## src/rtl/core/tstab_pkg.sv

```systemverilog
// shared types, codes and constants of the tempo segment table
`default_nettype none
package tstab_pkg;

    localparam int unsigned MAX_SEGMENTS_DEF = 16;

    localparam int unsigned TIME_W  = 24;
    localparam int unsigned BPM_W   = 10;
    localparam int unsigned START_W = 25;
    localparam int unsigned INDEX_W = 4;
    localparam int unsigned COUNT_W = 5;
    localparam int unsigned CFG_IDX_W  = 2;
    localparam int unsigned CFG_DATA_W = 24;

    localparam logic [BPM_W-1:0]  INSERT_BPM_FALLBACK = 10'd100;
    localparam logic [BPM_W-1:0]  RESET_DEFAULT_BPM   = 10'd120;
    localparam logic [TIME_W-1:0] RESET_DEFAULT_OFS   = 24'd0;

    typedef enum logic [1:0] {
        OP_LOOKUP = 2'd0,
        OP_INSERT = 2'd1,
        OP_REMOVE = 2'd2
    } t_op;

    typedef enum logic [1:0] {
        STAT_OK    = 2'd0,
        STAT_FULL  = 2'd1,
        STAT_EMPTY = 2'd2
    } t_status;

    typedef enum logic [CFG_IDX_W-1:0] {
        CFG_DEFAULT_BPM = 2'd0,
        CFG_DEFAULT_OFS = 2'd1
    } t_cfg_reg;

    typedef struct packed {
        logic [TIME_W-1:0] start;
        logic [BPM_W-1:0]  bpm;
    } t_entry;

    typedef enum logic [1:0] { RD_IDX, RD_IDX_M1, RD_IDX_P1 } t_rd_sel;
    typedef enum logic { WR_SHIFT, WR_NEW } t_wr_sel;
    typedef enum logic [2:0] {
        IDX_HOLD, IDX_CLR, IDX_INC, IDX_DEC, IDX_COUNT, IDX_POS
    } t_idx_op;
    typedef enum logic [1:0] { POS_HOLD, POS_IDX, POS_DEC, POS_LAST } t_pos_op;
    typedef enum logic [1:0] { CNT_HOLD, CNT_INC, CNT_DEC } t_cnt_op;
    typedef enum logic [2:0] {
        RES_DEFAULT, RES_EMPTY, RES_HIT, RES_NEW, RES_FULL
    } t_res_sel;

    typedef struct packed {
        logic     load_item;
        logic     rd_en;
        t_rd_sel  rd_sel;
        logic     wr_en;
        t_wr_sel  wr_sel;
        t_idx_op  idx_op;
        t_pos_op  pos_op;
        t_cnt_op  cnt_op;
        logic     hit_cap;
        logic     res_load;
        t_res_sel res_sel;
    } t_cmd;

    typedef struct packed {
        logic [1:0] op;
        logic       cnt_zero;
        logic       cnt_one;
        logic       full;
        logic       less;
        logic       idx_eq_cnt;
        logic       idx_eq_pos;
        logic       idx_p1_lt_cnt;
        logic       pos_zero;
        logic       pos_eq_cnt;
        logic       out_free;
    } t_stat;

endpackage
`default_nettype wire

```

## src/rtl/core/tempo_segment_table_unit.sv

```systemverilog
// top level of the sorted tempo segment table
//
// usage:
// - input channel (i_in_valid / o_in_ready) carries one transaction per
//   operation: lookup, insert or remove keyed by i_time_ms
// - output channel (o_out_valid / i_out_ready) returns exactly one result
//   transaction per operation, in order
// - config channel (i_cfg_valid / o_cfg_ready) writes the default tempo
//   (index 0) and default offset (index 1); always ready, use while idle
// - one operation at a time; run time is set by the single-port segment
//   memory: the scan reads and compares one entry at a time up to the
//   sorted position, and each shift step past it is one read plus one write
// - quick cases (full insert, empty table) go from dispatch straight to
//   the finish state
// - result sits in an output register; the next operation is taken while
//   it waits, and that one stalls only at its own result until it drains
// - reset clears the entry count and loads the default registers; memory
//   contents are never read above the count, so no clearing pass is needed
`default_nettype none
module tempo_segment_table_unit #(
    parameter int unsigned MAX_SEGMENTS = tstab_pkg::MAX_SEGMENTS_DEF
) (
    input  wire logic                                  i_clk,
    input  wire logic                                  i_rst_n,
    // operation transaction
    input  wire logic                                  i_in_valid,
    output logic                                       o_in_ready,
    input  wire logic [1:0]                            i_op,
    input  wire logic [tstab_pkg::TIME_W-1:0]          i_time_ms,
    input  wire logic [tstab_pkg::BPM_W-1:0]           i_tempo_bpm,
    // configuration write transaction
    input  wire logic                                  i_cfg_valid,
    output logic                                       o_cfg_ready,
    input  wire logic [tstab_pkg::CFG_IDX_W-1:0]       i_cfg_index,
    input  wire logic [tstab_pkg::CFG_DATA_W-1:0]      i_cfg_data,
    // result transaction
    output logic                                       o_out_valid,
    input  wire logic                                  i_out_ready,
    output logic [tstab_pkg::BPM_W-1:0]                o_seg_bpm,
    output logic signed [tstab_pkg::START_W-1:0]       o_seg_start_ms,
    output logic                                       o_is_default,
    output logic [tstab_pkg::INDEX_W-1:0]              o_seg_index,
    output logic [tstab_pkg::COUNT_W-1:0]              o_seg_count,
    output logic [1:0]                                 o_status
);
    import tstab_pkg::*;

    t_cmd  cmd;
    t_stat stat;

    // config registers never back-pressure
    assign o_cfg_ready = 1'b1;

    // sequencer: scan for the sorted position, fetch, then shift
    tstab_ctrl u_ctrl (
        .i_clk      (i_clk),
        .i_rst_n    (i_rst_n),
        .i_in_valid (i_in_valid),
        .o_in_ready (o_in_ready),
        .i_stat     (stat),
        .o_cmd      (cmd)
    );

    // segment memory, counters and result register
    tstab_dpath #(
        .MAX_SEGMENTS (MAX_SEGMENTS)
    ) u_dpath (
        .i_clk          (i_clk),
        .i_rst_n        (i_rst_n),
        .i_cmd          (cmd),
        .o_stat         (stat),
        .i_op           (i_op),
        .i_time_ms      (i_time_ms),
        .i_tempo_bpm    (i_tempo_bpm),
        .i_cfg_wr       (i_cfg_valid),
        .i_cfg_index    (i_cfg_index),
        .i_cfg_data     (i_cfg_data),
        .i_out_ready    (i_out_ready),
        .o_out_valid    (o_out_valid),
        .o_seg_bpm      (o_seg_bpm),
        .o_seg_start_ms (o_seg_start_ms),
        .o_is_default   (o_is_default),
        .o_seg_index    (o_seg_index),
        .o_seg_count    (o_seg_count),
        .o_status       (o_status)
    );

endmodule
`default_nettype wire

```

## src/rtl/core/tstab_ctrl.sv

```systemverilog
// sequencer for scan, fetch and shift of the tempo segment table
`default_nettype none
module tstab_ctrl (
    input  wire logic             i_clk,
    input  wire logic             i_rst_n,
    input  wire logic             i_in_valid,
    output logic                  o_in_ready,
    input  wire tstab_pkg::t_stat i_stat,
    output tstab_pkg::t_cmd       o_cmd
);
    import tstab_pkg::*;

    typedef enum logic [3:0] {
        S_IDLE, S_DISPATCH, S_SCAN_RD, S_SCAN_CMP, S_POST_SCAN, S_GET_SETUP,
        S_GET_RD, S_GET_CAP, S_REM_RD, S_REM_WR, S_INS_RD, S_INS_WR,
        S_INS_NEW, S_FINISH
    } t_state;

    t_state   r_state, n_state;
    t_res_sel r_res_sel, n_res_sel;
    t_cmd     cmd;

    assign o_in_ready = (r_state == S_IDLE);
    assign o_cmd      = cmd;

    always_ff @(posedge i_clk) begin
        if (!i_rst_n) begin
            r_state   <= S_IDLE;
            r_res_sel <= RES_DEFAULT;
        end else begin
            r_state   <= n_state;
            r_res_sel <= n_res_sel;
        end
    end

    always_comb begin
        n_state   = r_state;
        n_res_sel = r_res_sel;
        cmd           = '0;
        cmd.rd_sel    = RD_IDX;
        cmd.wr_sel    = WR_SHIFT;
        cmd.idx_op    = IDX_HOLD;
        cmd.pos_op    = POS_HOLD;
        cmd.cnt_op    = CNT_HOLD;
        cmd.res_sel   = r_res_sel;
        case (r_state)
            S_IDLE: begin
                if (i_in_valid) begin
                    cmd.load_item = 1'b1;
                    cmd.idx_op    = IDX_CLR;
                    n_state       = S_DISPATCH;
                end
            end
            S_DISPATCH: begin
                case (i_stat.op)
                    OP_INSERT: begin
                        if (i_stat.full) begin
                            n_res_sel = RES_FULL;
                            n_state   = S_FINISH;
                        end else begin
                            n_state = S_SCAN_RD;
                        end
                    end
                    OP_REMOVE: begin
                        if (i_stat.cnt_zero) begin
                            n_res_sel = RES_EMPTY;
                            n_state   = S_FINISH;
                        end else if (i_stat.cnt_one) begin
                            // single entry goes whatever the time
                            cmd.pos_op = POS_IDX;
                            n_state    = S_GET_RD;
                        end else begin
                            n_state = S_SCAN_RD;
                        end
                    end
                    default: begin
                        if (i_stat.cnt_zero) begin
                            n_res_sel = RES_DEFAULT;
                            n_state   = S_FINISH;
                        end else begin
                            n_state = S_SCAN_RD;
                        end
                    end
                endcase
            end
            S_SCAN_RD: begin
                if (i_stat.idx_eq_cnt) begin
                    cmd.pos_op = POS_IDX;
                    n_state    = S_POST_SCAN;
                end else begin
                    cmd.rd_en  = 1'b1;
                    cmd.rd_sel = RD_IDX;
                    n_state    = S_SCAN_CMP;
                end
            end
            S_SCAN_CMP: begin
                if (i_stat.less) begin
                    cmd.pos_op = POS_IDX;
                    n_state    = S_POST_SCAN;
                end else begin
                    cmd.idx_op = IDX_INC;
                    n_state    = S_SCAN_RD;
                end
            end
            S_POST_SCAN: begin
                case (i_stat.op)
                    OP_INSERT: begin
                        cmd.idx_op = IDX_COUNT;
                        n_state    = S_INS_RD;
                    end
                    OP_REMOVE: begin
                        if (i_stat.pos_eq_cnt) begin
                            cmd.pos_op = POS_LAST;
                        end else if (!i_stat.pos_zero) begin
                            cmd.pos_op = POS_DEC;
                        end
                        n_state = S_GET_SETUP;
                    end
                    default: begin
                        if (i_stat.pos_zero) begin
                            n_res_sel = RES_DEFAULT;
                            n_state   = S_FINISH;
                        end else begin
                            cmd.pos_op = POS_DEC;
                            n_state    = S_GET_SETUP;
                        end
                    end
                endcase
            end
            S_GET_SETUP: begin
                cmd.idx_op = IDX_POS;
                n_state    = S_GET_RD;
            end
            S_GET_RD: begin
                cmd.rd_en  = 1'b1;
                cmd.rd_sel = RD_IDX;
                n_state    = S_GET_CAP;
            end
            S_GET_CAP: begin
                cmd.hit_cap = 1'b1;
                n_res_sel   = RES_HIT;
                if (i_stat.op == OP_REMOVE) begin
                    n_state = S_REM_RD;
                end else begin
                    n_state = S_FINISH;
                end
            end
            S_REM_RD: begin
                if (i_stat.idx_p1_lt_cnt) begin
                    cmd.rd_en  = 1'b1;
                    cmd.rd_sel = RD_IDX_P1;
                    n_state    = S_REM_WR;
                end else begin
                    cmd.cnt_op = CNT_DEC;
                    n_state    = S_FINISH;
                end
            end
            S_REM_WR: begin
                cmd.wr_en  = 1'b1;
                cmd.wr_sel = WR_SHIFT;
                cmd.idx_op = IDX_INC;
                n_state    = S_REM_RD;
            end
            S_INS_RD: begin
                if (i_stat.idx_eq_pos) begin
                    n_state = S_INS_NEW;
                end else begin
                    cmd.rd_en  = 1'b1;
                    cmd.rd_sel = RD_IDX_M1;
                    n_state    = S_INS_WR;
                end
            end
            S_INS_WR: begin
                cmd.wr_en  = 1'b1;
                cmd.wr_sel = WR_SHIFT;
                cmd.idx_op = IDX_DEC;
                n_state    = S_INS_RD;
            end
            S_INS_NEW: begin
                cmd.wr_en  = 1'b1;
                cmd.wr_sel = WR_NEW;
                cmd.cnt_op = CNT_INC;
                n_res_sel  = RES_NEW;
                n_state    = S_FINISH;
            end
            S_FINISH: begin
                if (i_stat.out_free) begin
                    cmd.res_load = 1'b1;
                    n_state      = S_IDLE;
                end
            end
            default: begin
                n_state = S_IDLE;
            end
        endcase
    end

endmodule
`default_nettype wire

```

## src/rtl/core/tstab_dpath.sv

```systemverilog
// segment memory, counters, config registers and result register
`default_nettype none
module tstab_dpath #(
    parameter int unsigned MAX_SEGMENTS = tstab_pkg::MAX_SEGMENTS_DEF
) (
    input  wire logic                                  i_clk,
    input  wire logic                                  i_rst_n,
    input  wire tstab_pkg::t_cmd                       i_cmd,
    output tstab_pkg::t_stat                           o_stat,
    input  wire logic [1:0]                            i_op,
    input  wire logic [tstab_pkg::TIME_W-1:0]          i_time_ms,
    input  wire logic [tstab_pkg::BPM_W-1:0]           i_tempo_bpm,
    input  wire logic                                  i_cfg_wr,
    input  wire logic [tstab_pkg::CFG_IDX_W-1:0]       i_cfg_index,
    input  wire logic [tstab_pkg::CFG_DATA_W-1:0]      i_cfg_data,
    input  wire logic                                  i_out_ready,
    output logic                                       o_out_valid,
    output logic [tstab_pkg::BPM_W-1:0]                o_seg_bpm,
    output logic signed [tstab_pkg::START_W-1:0]       o_seg_start_ms,
    output logic                                       o_is_default,
    output logic [tstab_pkg::INDEX_W-1:0]              o_seg_index,
    output logic [tstab_pkg::COUNT_W-1:0]              o_seg_count,
    output logic [1:0]                                 o_status
);
    import tstab_pkg::*;

    localparam int unsigned IW = (MAX_SEGMENTS > 1) ? $clog2(MAX_SEGMENTS) : 1;
    localparam int unsigned CW = $clog2(MAX_SEGMENTS + 1);

    t_entry r_mem [MAX_SEGMENTS];
    t_entry r_rdata;
    t_entry r_hit;

    logic [1:0]        r_op;
    logic [TIME_W-1:0] r_time;
    logic [BPM_W-1:0]  r_bpm;
    logic [CW-1:0]     r_count, n_count;
    logic [CW-1:0]     r_idx, n_idx;
    logic [CW-1:0]     r_pos, n_pos;
    logic [BPM_W-1:0]  r_cfg_bpm;
    logic [TIME_W-1:0] r_cfg_ofs;
    logic              r_out_valid;

    logic [CW-1:0] raddr_full;
    logic [IW-1:0] raddr, waddr;
    t_entry        wdata;
    logic [CW:0]   idx_p1;
    logic [31:0]   pos_ext, cnt_ext;

    // addresses and write data
    always_comb begin
        case (i_cmd.rd_sel)
            RD_IDX_M1: raddr_full = r_idx - CW'(1);
            RD_IDX_P1: raddr_full = r_idx + CW'(1);
            default:   raddr_full = r_idx;
        endcase
        raddr = raddr_full[IW-1:0];
        waddr = r_idx[IW-1:0];
        if (i_cmd.wr_sel == WR_NEW) begin
            wdata.start = r_time;
            wdata.bpm   = r_bpm;
        end else begin
            wdata = r_rdata;
        end
    end

    always_ff @(posedge i_clk) begin
        if (i_cmd.wr_en) begin
            r_mem[waddr] <= wdata;
        end
        if (i_cmd.rd_en) begin
            r_rdata <= r_mem[raddr];
        end
        if (i_cmd.hit_cap) begin
            r_hit <= r_rdata;
        end
        if (i_cmd.load_item) begin
            r_op   <= i_op;
            r_time <= i_time_ms;
            r_bpm  <= (i_tempo_bpm == '0) ? INSERT_BPM_FALLBACK : i_tempo_bpm;
        end
    end

    // counters
    always_comb begin
        case (i_cmd.idx_op)
            IDX_CLR:   n_idx = '0;
            IDX_INC:   n_idx = r_idx + CW'(1);
            IDX_DEC:   n_idx = r_idx - CW'(1);
            IDX_COUNT: n_idx = r_count;
            IDX_POS:   n_idx = r_pos;
            default:   n_idx = r_idx;
        endcase
        case (i_cmd.pos_op)
            POS_IDX:  n_pos = r_idx;
            POS_DEC:  n_pos = r_pos - CW'(1);
            POS_LAST: n_pos = r_count - CW'(1);
            default:  n_pos = r_pos;
        endcase
        case (i_cmd.cnt_op)
            CNT_INC: n_count = r_count + CW'(1);
            CNT_DEC: n_count = r_count - CW'(1);
            default: n_count = r_count;
        endcase
    end

    always_ff @(posedge i_clk) begin
        if (!i_rst_n) begin
            r_count   <= '0;
            r_idx     <= '0;
            r_pos     <= '0;
            r_cfg_bpm <= RESET_DEFAULT_BPM;
            r_cfg_ofs <= RESET_DEFAULT_OFS;
        end else begin
            r_count <= n_count;
            r_idx   <= n_idx;
            r_pos   <= n_pos;
            if (i_cfg_wr) begin
                case (i_cfg_index)
                    CFG_DEFAULT_BPM: r_cfg_bpm <= i_cfg_data[BPM_W-1:0];
                    CFG_DEFAULT_OFS: r_cfg_ofs <= i_cfg_data[TIME_W-1:0];
                    default: ;
                endcase
            end
        end
    end

    // status to the sequencer
    assign idx_p1 = {1'b0, r_idx} + (CW+1)'(1);

    always_comb begin
        o_stat.op            = r_op;
        o_stat.cnt_zero      = (r_count == '0);
        o_stat.cnt_one       = (r_count == CW'(1));
        o_stat.full          = (r_count >= CW'(MAX_SEGMENTS));
        o_stat.less          = (r_time < r_rdata.start);
        o_stat.idx_eq_cnt    = (r_idx == r_count);
        o_stat.idx_eq_pos    = (r_idx == r_pos);
        o_stat.idx_p1_lt_cnt = (idx_p1 < {1'b0, r_count});
        o_stat.pos_zero      = (r_pos == '0);
        o_stat.pos_eq_cnt    = (r_pos == r_count);
        o_stat.out_free      = !r_out_valid || i_out_ready;
    end

    // result register
    assign pos_ext = 32'(r_pos);
    assign cnt_ext = 32'(r_count);

    always_ff @(posedge i_clk) begin
        if (!i_rst_n) begin
            r_out_valid <= 1'b0;
        end else if (i_cmd.res_load) begin
            r_out_valid <= 1'b1;
        end else if (i_out_ready) begin
            r_out_valid <= 1'b0;
        end
    end

    always_ff @(posedge i_clk) begin
        if (i_cmd.res_load) begin
            o_seg_count <= cnt_ext[COUNT_W-1:0];
            case (i_cmd.res_sel)
                RES_HIT: begin
                    o_seg_bpm      <= r_hit.bpm;
                    o_seg_start_ms <= {1'b0, r_hit.start};
                    o_is_default   <= 1'b0;
                    o_seg_index    <= pos_ext[INDEX_W-1:0];
                    o_status       <= STAT_OK;
                end
                RES_NEW: begin
                    o_seg_bpm      <= r_bpm;
                    o_seg_start_ms <= {1'b0, r_time};
                    o_is_default   <= 1'b0;
                    o_seg_index    <= pos_ext[INDEX_W-1:0];
                    o_status       <= STAT_OK;
                end
                RES_FULL: begin
                    o_seg_bpm      <= r_bpm;
                    o_seg_start_ms <= {1'b0, r_time};
                    o_is_default   <= 1'b0;
                    o_seg_index    <= '0;
                    o_status       <= STAT_FULL;
                end
                RES_EMPTY: begin
                    o_seg_bpm      <= r_cfg_bpm;
                    o_seg_start_ms <= {r_cfg_ofs[TIME_W-1], r_cfg_ofs};
                    o_is_default   <= 1'b1;
                    o_seg_index    <= '0;
                    o_status       <= STAT_EMPTY;
                end
                default: begin
                    o_seg_bpm      <= r_cfg_bpm;
                    o_seg_start_ms <= {r_cfg_ofs[TIME_W-1], r_cfg_ofs};
                    o_is_default   <= 1'b1;
                    o_seg_index    <= '0;
                    o_status       <= STAT_OK;
                end
            endcase
        end
    end

    assign o_out_valid = r_out_valid;

endmodule
`default_nettype wire

```

## config.mk

```make
export PLATFORM = sky130hd
export DESIGN_NAME = tempo_segment_table_unit
export DESIGN_NICKNAME = d
export VERILOG_FILES = /design/src/rtl/core/tstab_pkg.sv /design/src/rtl/core/tempo_segment_table_unit.sv /design/src/rtl/core/tstab_ctrl.sv /design/src/rtl/core/tstab_dpath.sv
export SDC_FILE = /design/constraint.sdc
export NUM_CORES = 1
export LEC_CHECK = 0
export BUFFER_PORTS_ARGS = -buffer_cell sky130_fd_sc_hd__buf_2
export CORE_UTILIZATION = 40
export CTS_CLUSTER_SIZE = 40
export DETAILED_ROUTE_END_ITERATION = 10
export HOLD_SLACK_MARGIN = 0.12
export PLACE_DENSITY = 0.57
export SYNTH_ARGS = -nofsm -noshare
export SYNTH_HDL_FRONTEND = slang
export SYNTH_SLANG_ARGS = --single-unit
```

## constraint.sdc

```tcl
create_clock -name i_clk -period 4.14 [get_ports i_clk]
set_input_delay 0.414 -clock i_clk [delete_from_list [all_inputs] [get_ports i_clk]]
set_output_delay 0.414 -clock i_clk [all_outputs]
set_load 0.02 [all_outputs]
```

==> out/qor.csv <==
stage,metric,value,unit
run_status,status,"finished, final reports clean",
timing,crit share post-route,97.2,%
timing,Slew @ Worst Pin,1.13,ns
clock_network,CTS tree,built,
detailed_routing,detailed-route vias per instance,5.40,
synth,post-synthesis register bit count,752,
timing,"Hold Violations, Final",0,
floorplan,core area,75800,µm²
cells_and_area,Layout area overhead,20.7,%
timing,setup TNS,0,ns
placement,post-DP HPWL,44.7,mm
power_and_ir_drop,Clock power frac,34.9,%
detailed_routing,DRC violations left,0,
detailed_routing,First DRT Iteration DRCs,1353,
global_routing,vias in the first global route,17400,
floorplan,die height,279,µm
placement,Placed Instance Area,33300,µm²
detailed_routing,via count,17200,
synth,"EDFF count, synth",695,
floorplan,chip width,279,µm
timing,fmax,248,MHz
power_and_ir_drop,leak pwr,12.6,nW
power_and_ir_drop,Power Total,19.8,mW
critical_path,kind of critical path,reg2reg,
timing,final-report max-slew violation count,0,
critical_path,top fanout value on the critical path,8,
synth,Synth top area share,68.1,%
timing,setup violators final,0,
timing,Clock Skews,0.0225,ns
synth,"Net Count, Synth",1943,
synth,most frequent cell after synthesis,edfxtp_1,
power_and_ir_drop,Combinational Power Share,18.4,%
detailed_routing,drt wl/cell,23.8,µm
cells_and_area,fin nets,2245,
synth,ys flop type,edfxtp_1,
critical_path,"CP delay by family, top",buffers and inverters,
floorplan,io pins,117,
synth,most frequent cells after synthesis,"edfxtp_1 (695), nand2_1 (231), mux4_2 (136), a21oi_1 (92), clkbuf_1 (58)",
clock_network,Root Driver,clkbuf_16,
placement,post-placement cell count,2937,
cells_and_area,Final Non-Filler Cells,3179,
floorplan,initial core utilization,40.4,%
global_routing,largest net degree at the start of global routing,59,
detailed_routing,drt pass-1 iters,5,
power_and_ir_drop,Max VDD drop,0.000266,V
detailed_routing,final wirelength,75.5,mm
placement,GP Congestion,0.814,
placement,Setup WS pre-CTS,-0.191,ns
critical_path,largest stage delay on the critical path,0.45,ns
synth,synthesized cell area,30600,µm²
cells_and_area,Diodes inserted,0,
floorplan,die area,77700,µm²
critical_path,Crit path top cell by count,ha_4,
synth,Synth Instances,1834,
detailed_routing,Routed Antenna Nets,0,
cells_and_area,Final Cell Area,37000,µm²
timing,final setup margin,0.115,ns
clock_network,clk_lat worst skew,0.63,ns
power_and_ir_drop,P_int,14.5,mW
global_routing,GRT Residual Overflow,0,
clock_network,Clock Tree Buf Depth,3,
critical_path,Critical-path top delay cell,mux4_2,
synth,post-synthesis sequential area ratio,71.8,%
synth,Synth area leader,edfxtp_1,
global_routing,GRT Overall Usage,19.3,%
synth,Mean Syn Cell Area,16.7,µm²
timing,slew margin rel.,24.3,%
timing,hold_ws,0.151,ns
job,MaxCap Viol Count,0,
synth,top post-synthesis cells by area,"edfxtp_1 (68%), mux4_2 (10%), dfxtp_1 (3.7%)",
clock_network,total clock buffers created by CTS,79,
clock_network,clk slew on worst S/H paths,0.06,ns
critical_path,Startpoint Class,flip-flop,
floorplan,Cell Rows,101,
power_and_ir_drop,net switching power,5.33,mW
global_routing,initial antenna violation count,2,
critical_path,Crit path buffers/inverters,7,
timing,Period minus WS final,4.03,ns
critical_path,WP data arrival,4.40,ns
power_and_ir_drop,switching part of the total,26.9,%
critical_path,Worst EP required,4.52,ns
synth,Yosys warning count,0,
synth,count of cell types in the netlist,80,
cells_and_area,share of cells above drive strength 1,27.9,%
critical_path,crit path capture type,flip-flop,
critical_path,cells along the critical path,"inv_2, ha_4, ha_4, nor2b_2, o21a_1, o21a_1, o21ai_2, nand4_1, buf_4, inv_2, ha_4, nor2_2, nor3_2, a21oi_4, buf_6, buf_12, buf_16, buf_4, mux4_2, a211oi_2, a21oi_1",
min_path,worst min path class,in2reg,
global_routing,first-pass GRT wire length,111,mm
power_and_ir_drop,Reg power frac,46.7,%
power_and_ir_drop,PD cells,535,nW/µm²
clock_network,clk sinks,752,
clock_network,htree depth,3,
placement,# port buffers,115,
cells_and_area,fin util,48.8,%
synth,Post-synth ARST share,0,%
## kinds of logic after synthesis
logic type	Yosys count	share of synthesized area [%]
AOI/OAI and AO/OA	272	5.77
other	1	0.0122
muxes	173	11.2
buffers and inverters	157	2.54
adders and majority gates	42	1.71
DFF	752	71.8
and+or+nand+nor	414	6.28
xor gates and xnor gates	23	0.657
## layer usage
layer	wire length, µm	global-route usage [%]
met1	32900	26.4
met2	36700	31.9
met3	4760	3.51
met4	1140	4.66
met5	0	0
## timing repair
item,CTS,global route
buffers inserted,2,33
pin swaps,1,30
resized for setup,4,53
hold buffers,59,0
gates cloned,0,3
hold endpoints to repair,69,0
setup endpoints to repair,34,34
## power groups by stage
stage / Clock, mW / Combinational [mW] / Sequential [mW]
global route: 7.34 / 4.00 / 9.27
global placement: 0 / 3.35 / 9.39
finish: 6.91 / 3.65 / 9.24
detailed placement: 0 / 3.42 / 9.40
CTS: 7.07 / 3.49 / 9.24
floorplan: 0 / 2.26 / 9.32
## layout by cell type, fill, tap and decap left out, drive strengths merged, types with 19 or more instances in the layout
cell type	n
a21oi	94
nand2	231
clkbuf	98
inv	52
ha	42
mux2i	37
dfxtp	57
nor2	48
buf	268
nor2b	52
clkinv	35
o21ai	45
mux4	136
edfxtp	695
nand3	19
a211oi	42
a22oi	38
dlygate4sd3	59
nor3	19
## final cells by class
class | instances | area (µm²)
clock buffers | 95 | 2090
fillers | 6295 | 38800
clock inverters | 51 | 447
flip-flops and latches | 752 | 22000
well taps | 978 | 1220
repair buffers | 330 | 2800
inverters | 48 | 180
multi-input cells | 925 | 8230
## path summary, 6_finish.rpt
kind,from,endpoint,slack [ns],cells past startpoint
hold reg to reg,u_dpath.r_rdata[7]$_DFFE_PP_,u_dpath.r_hit[7]$_DFFE_PP_,0.45,0
setup reg to reg,u_dpath.r_idx[1]$_SDFFE_PN0P_,u_dpath.r_rdata[16]$_DFFE_PP_,0.11,21
setup / recovery,u_dpath.r_idx[1]$_SDFFE_PN0P_,u_dpath.r_rdata[16]$_DFFE_PP_,0.11,21
hold / removal,i_rst_n,u_dpath.r_cfg_bpm[3]$_SDFFE_PN1P_,0.15,2
## flip-flops by register name, indices dropped and copies added (netlist names), 2 cells and up
| register | count |
|---|---|
| u_dpath.o_seg_bpm | 10 |
| u_dpath.o_seg_count | 5 |
| u_dpath.r_pos | 5 |
| u_dpath.r_cfg_ofs | 24 |
| u_dpath.o_status | 2 |
| u_dpath.r_rdata | 34 |
| u_dpath.r_cfg_bpm | 10 |
| u_dpath.r_hit | 34 |
| u_dpath.r_count | 5 |
| u_ctrl.r_state | 4 |
| u_dpath.r_time | 24 |
| u_dpath.o_seg_index | 4 |
| u_dpath.r_idx | 5 |
| u_dpath.r_bpm | 10 |
| u_dpath.o_seg_start_ms | 25 |
| u_dpath.r_mem | 544 |
| u_ctrl.r_res_sel | 3 |
| u_dpath.r_op | 2 |
Note: power is estimated with default switching activity, not from simulation.
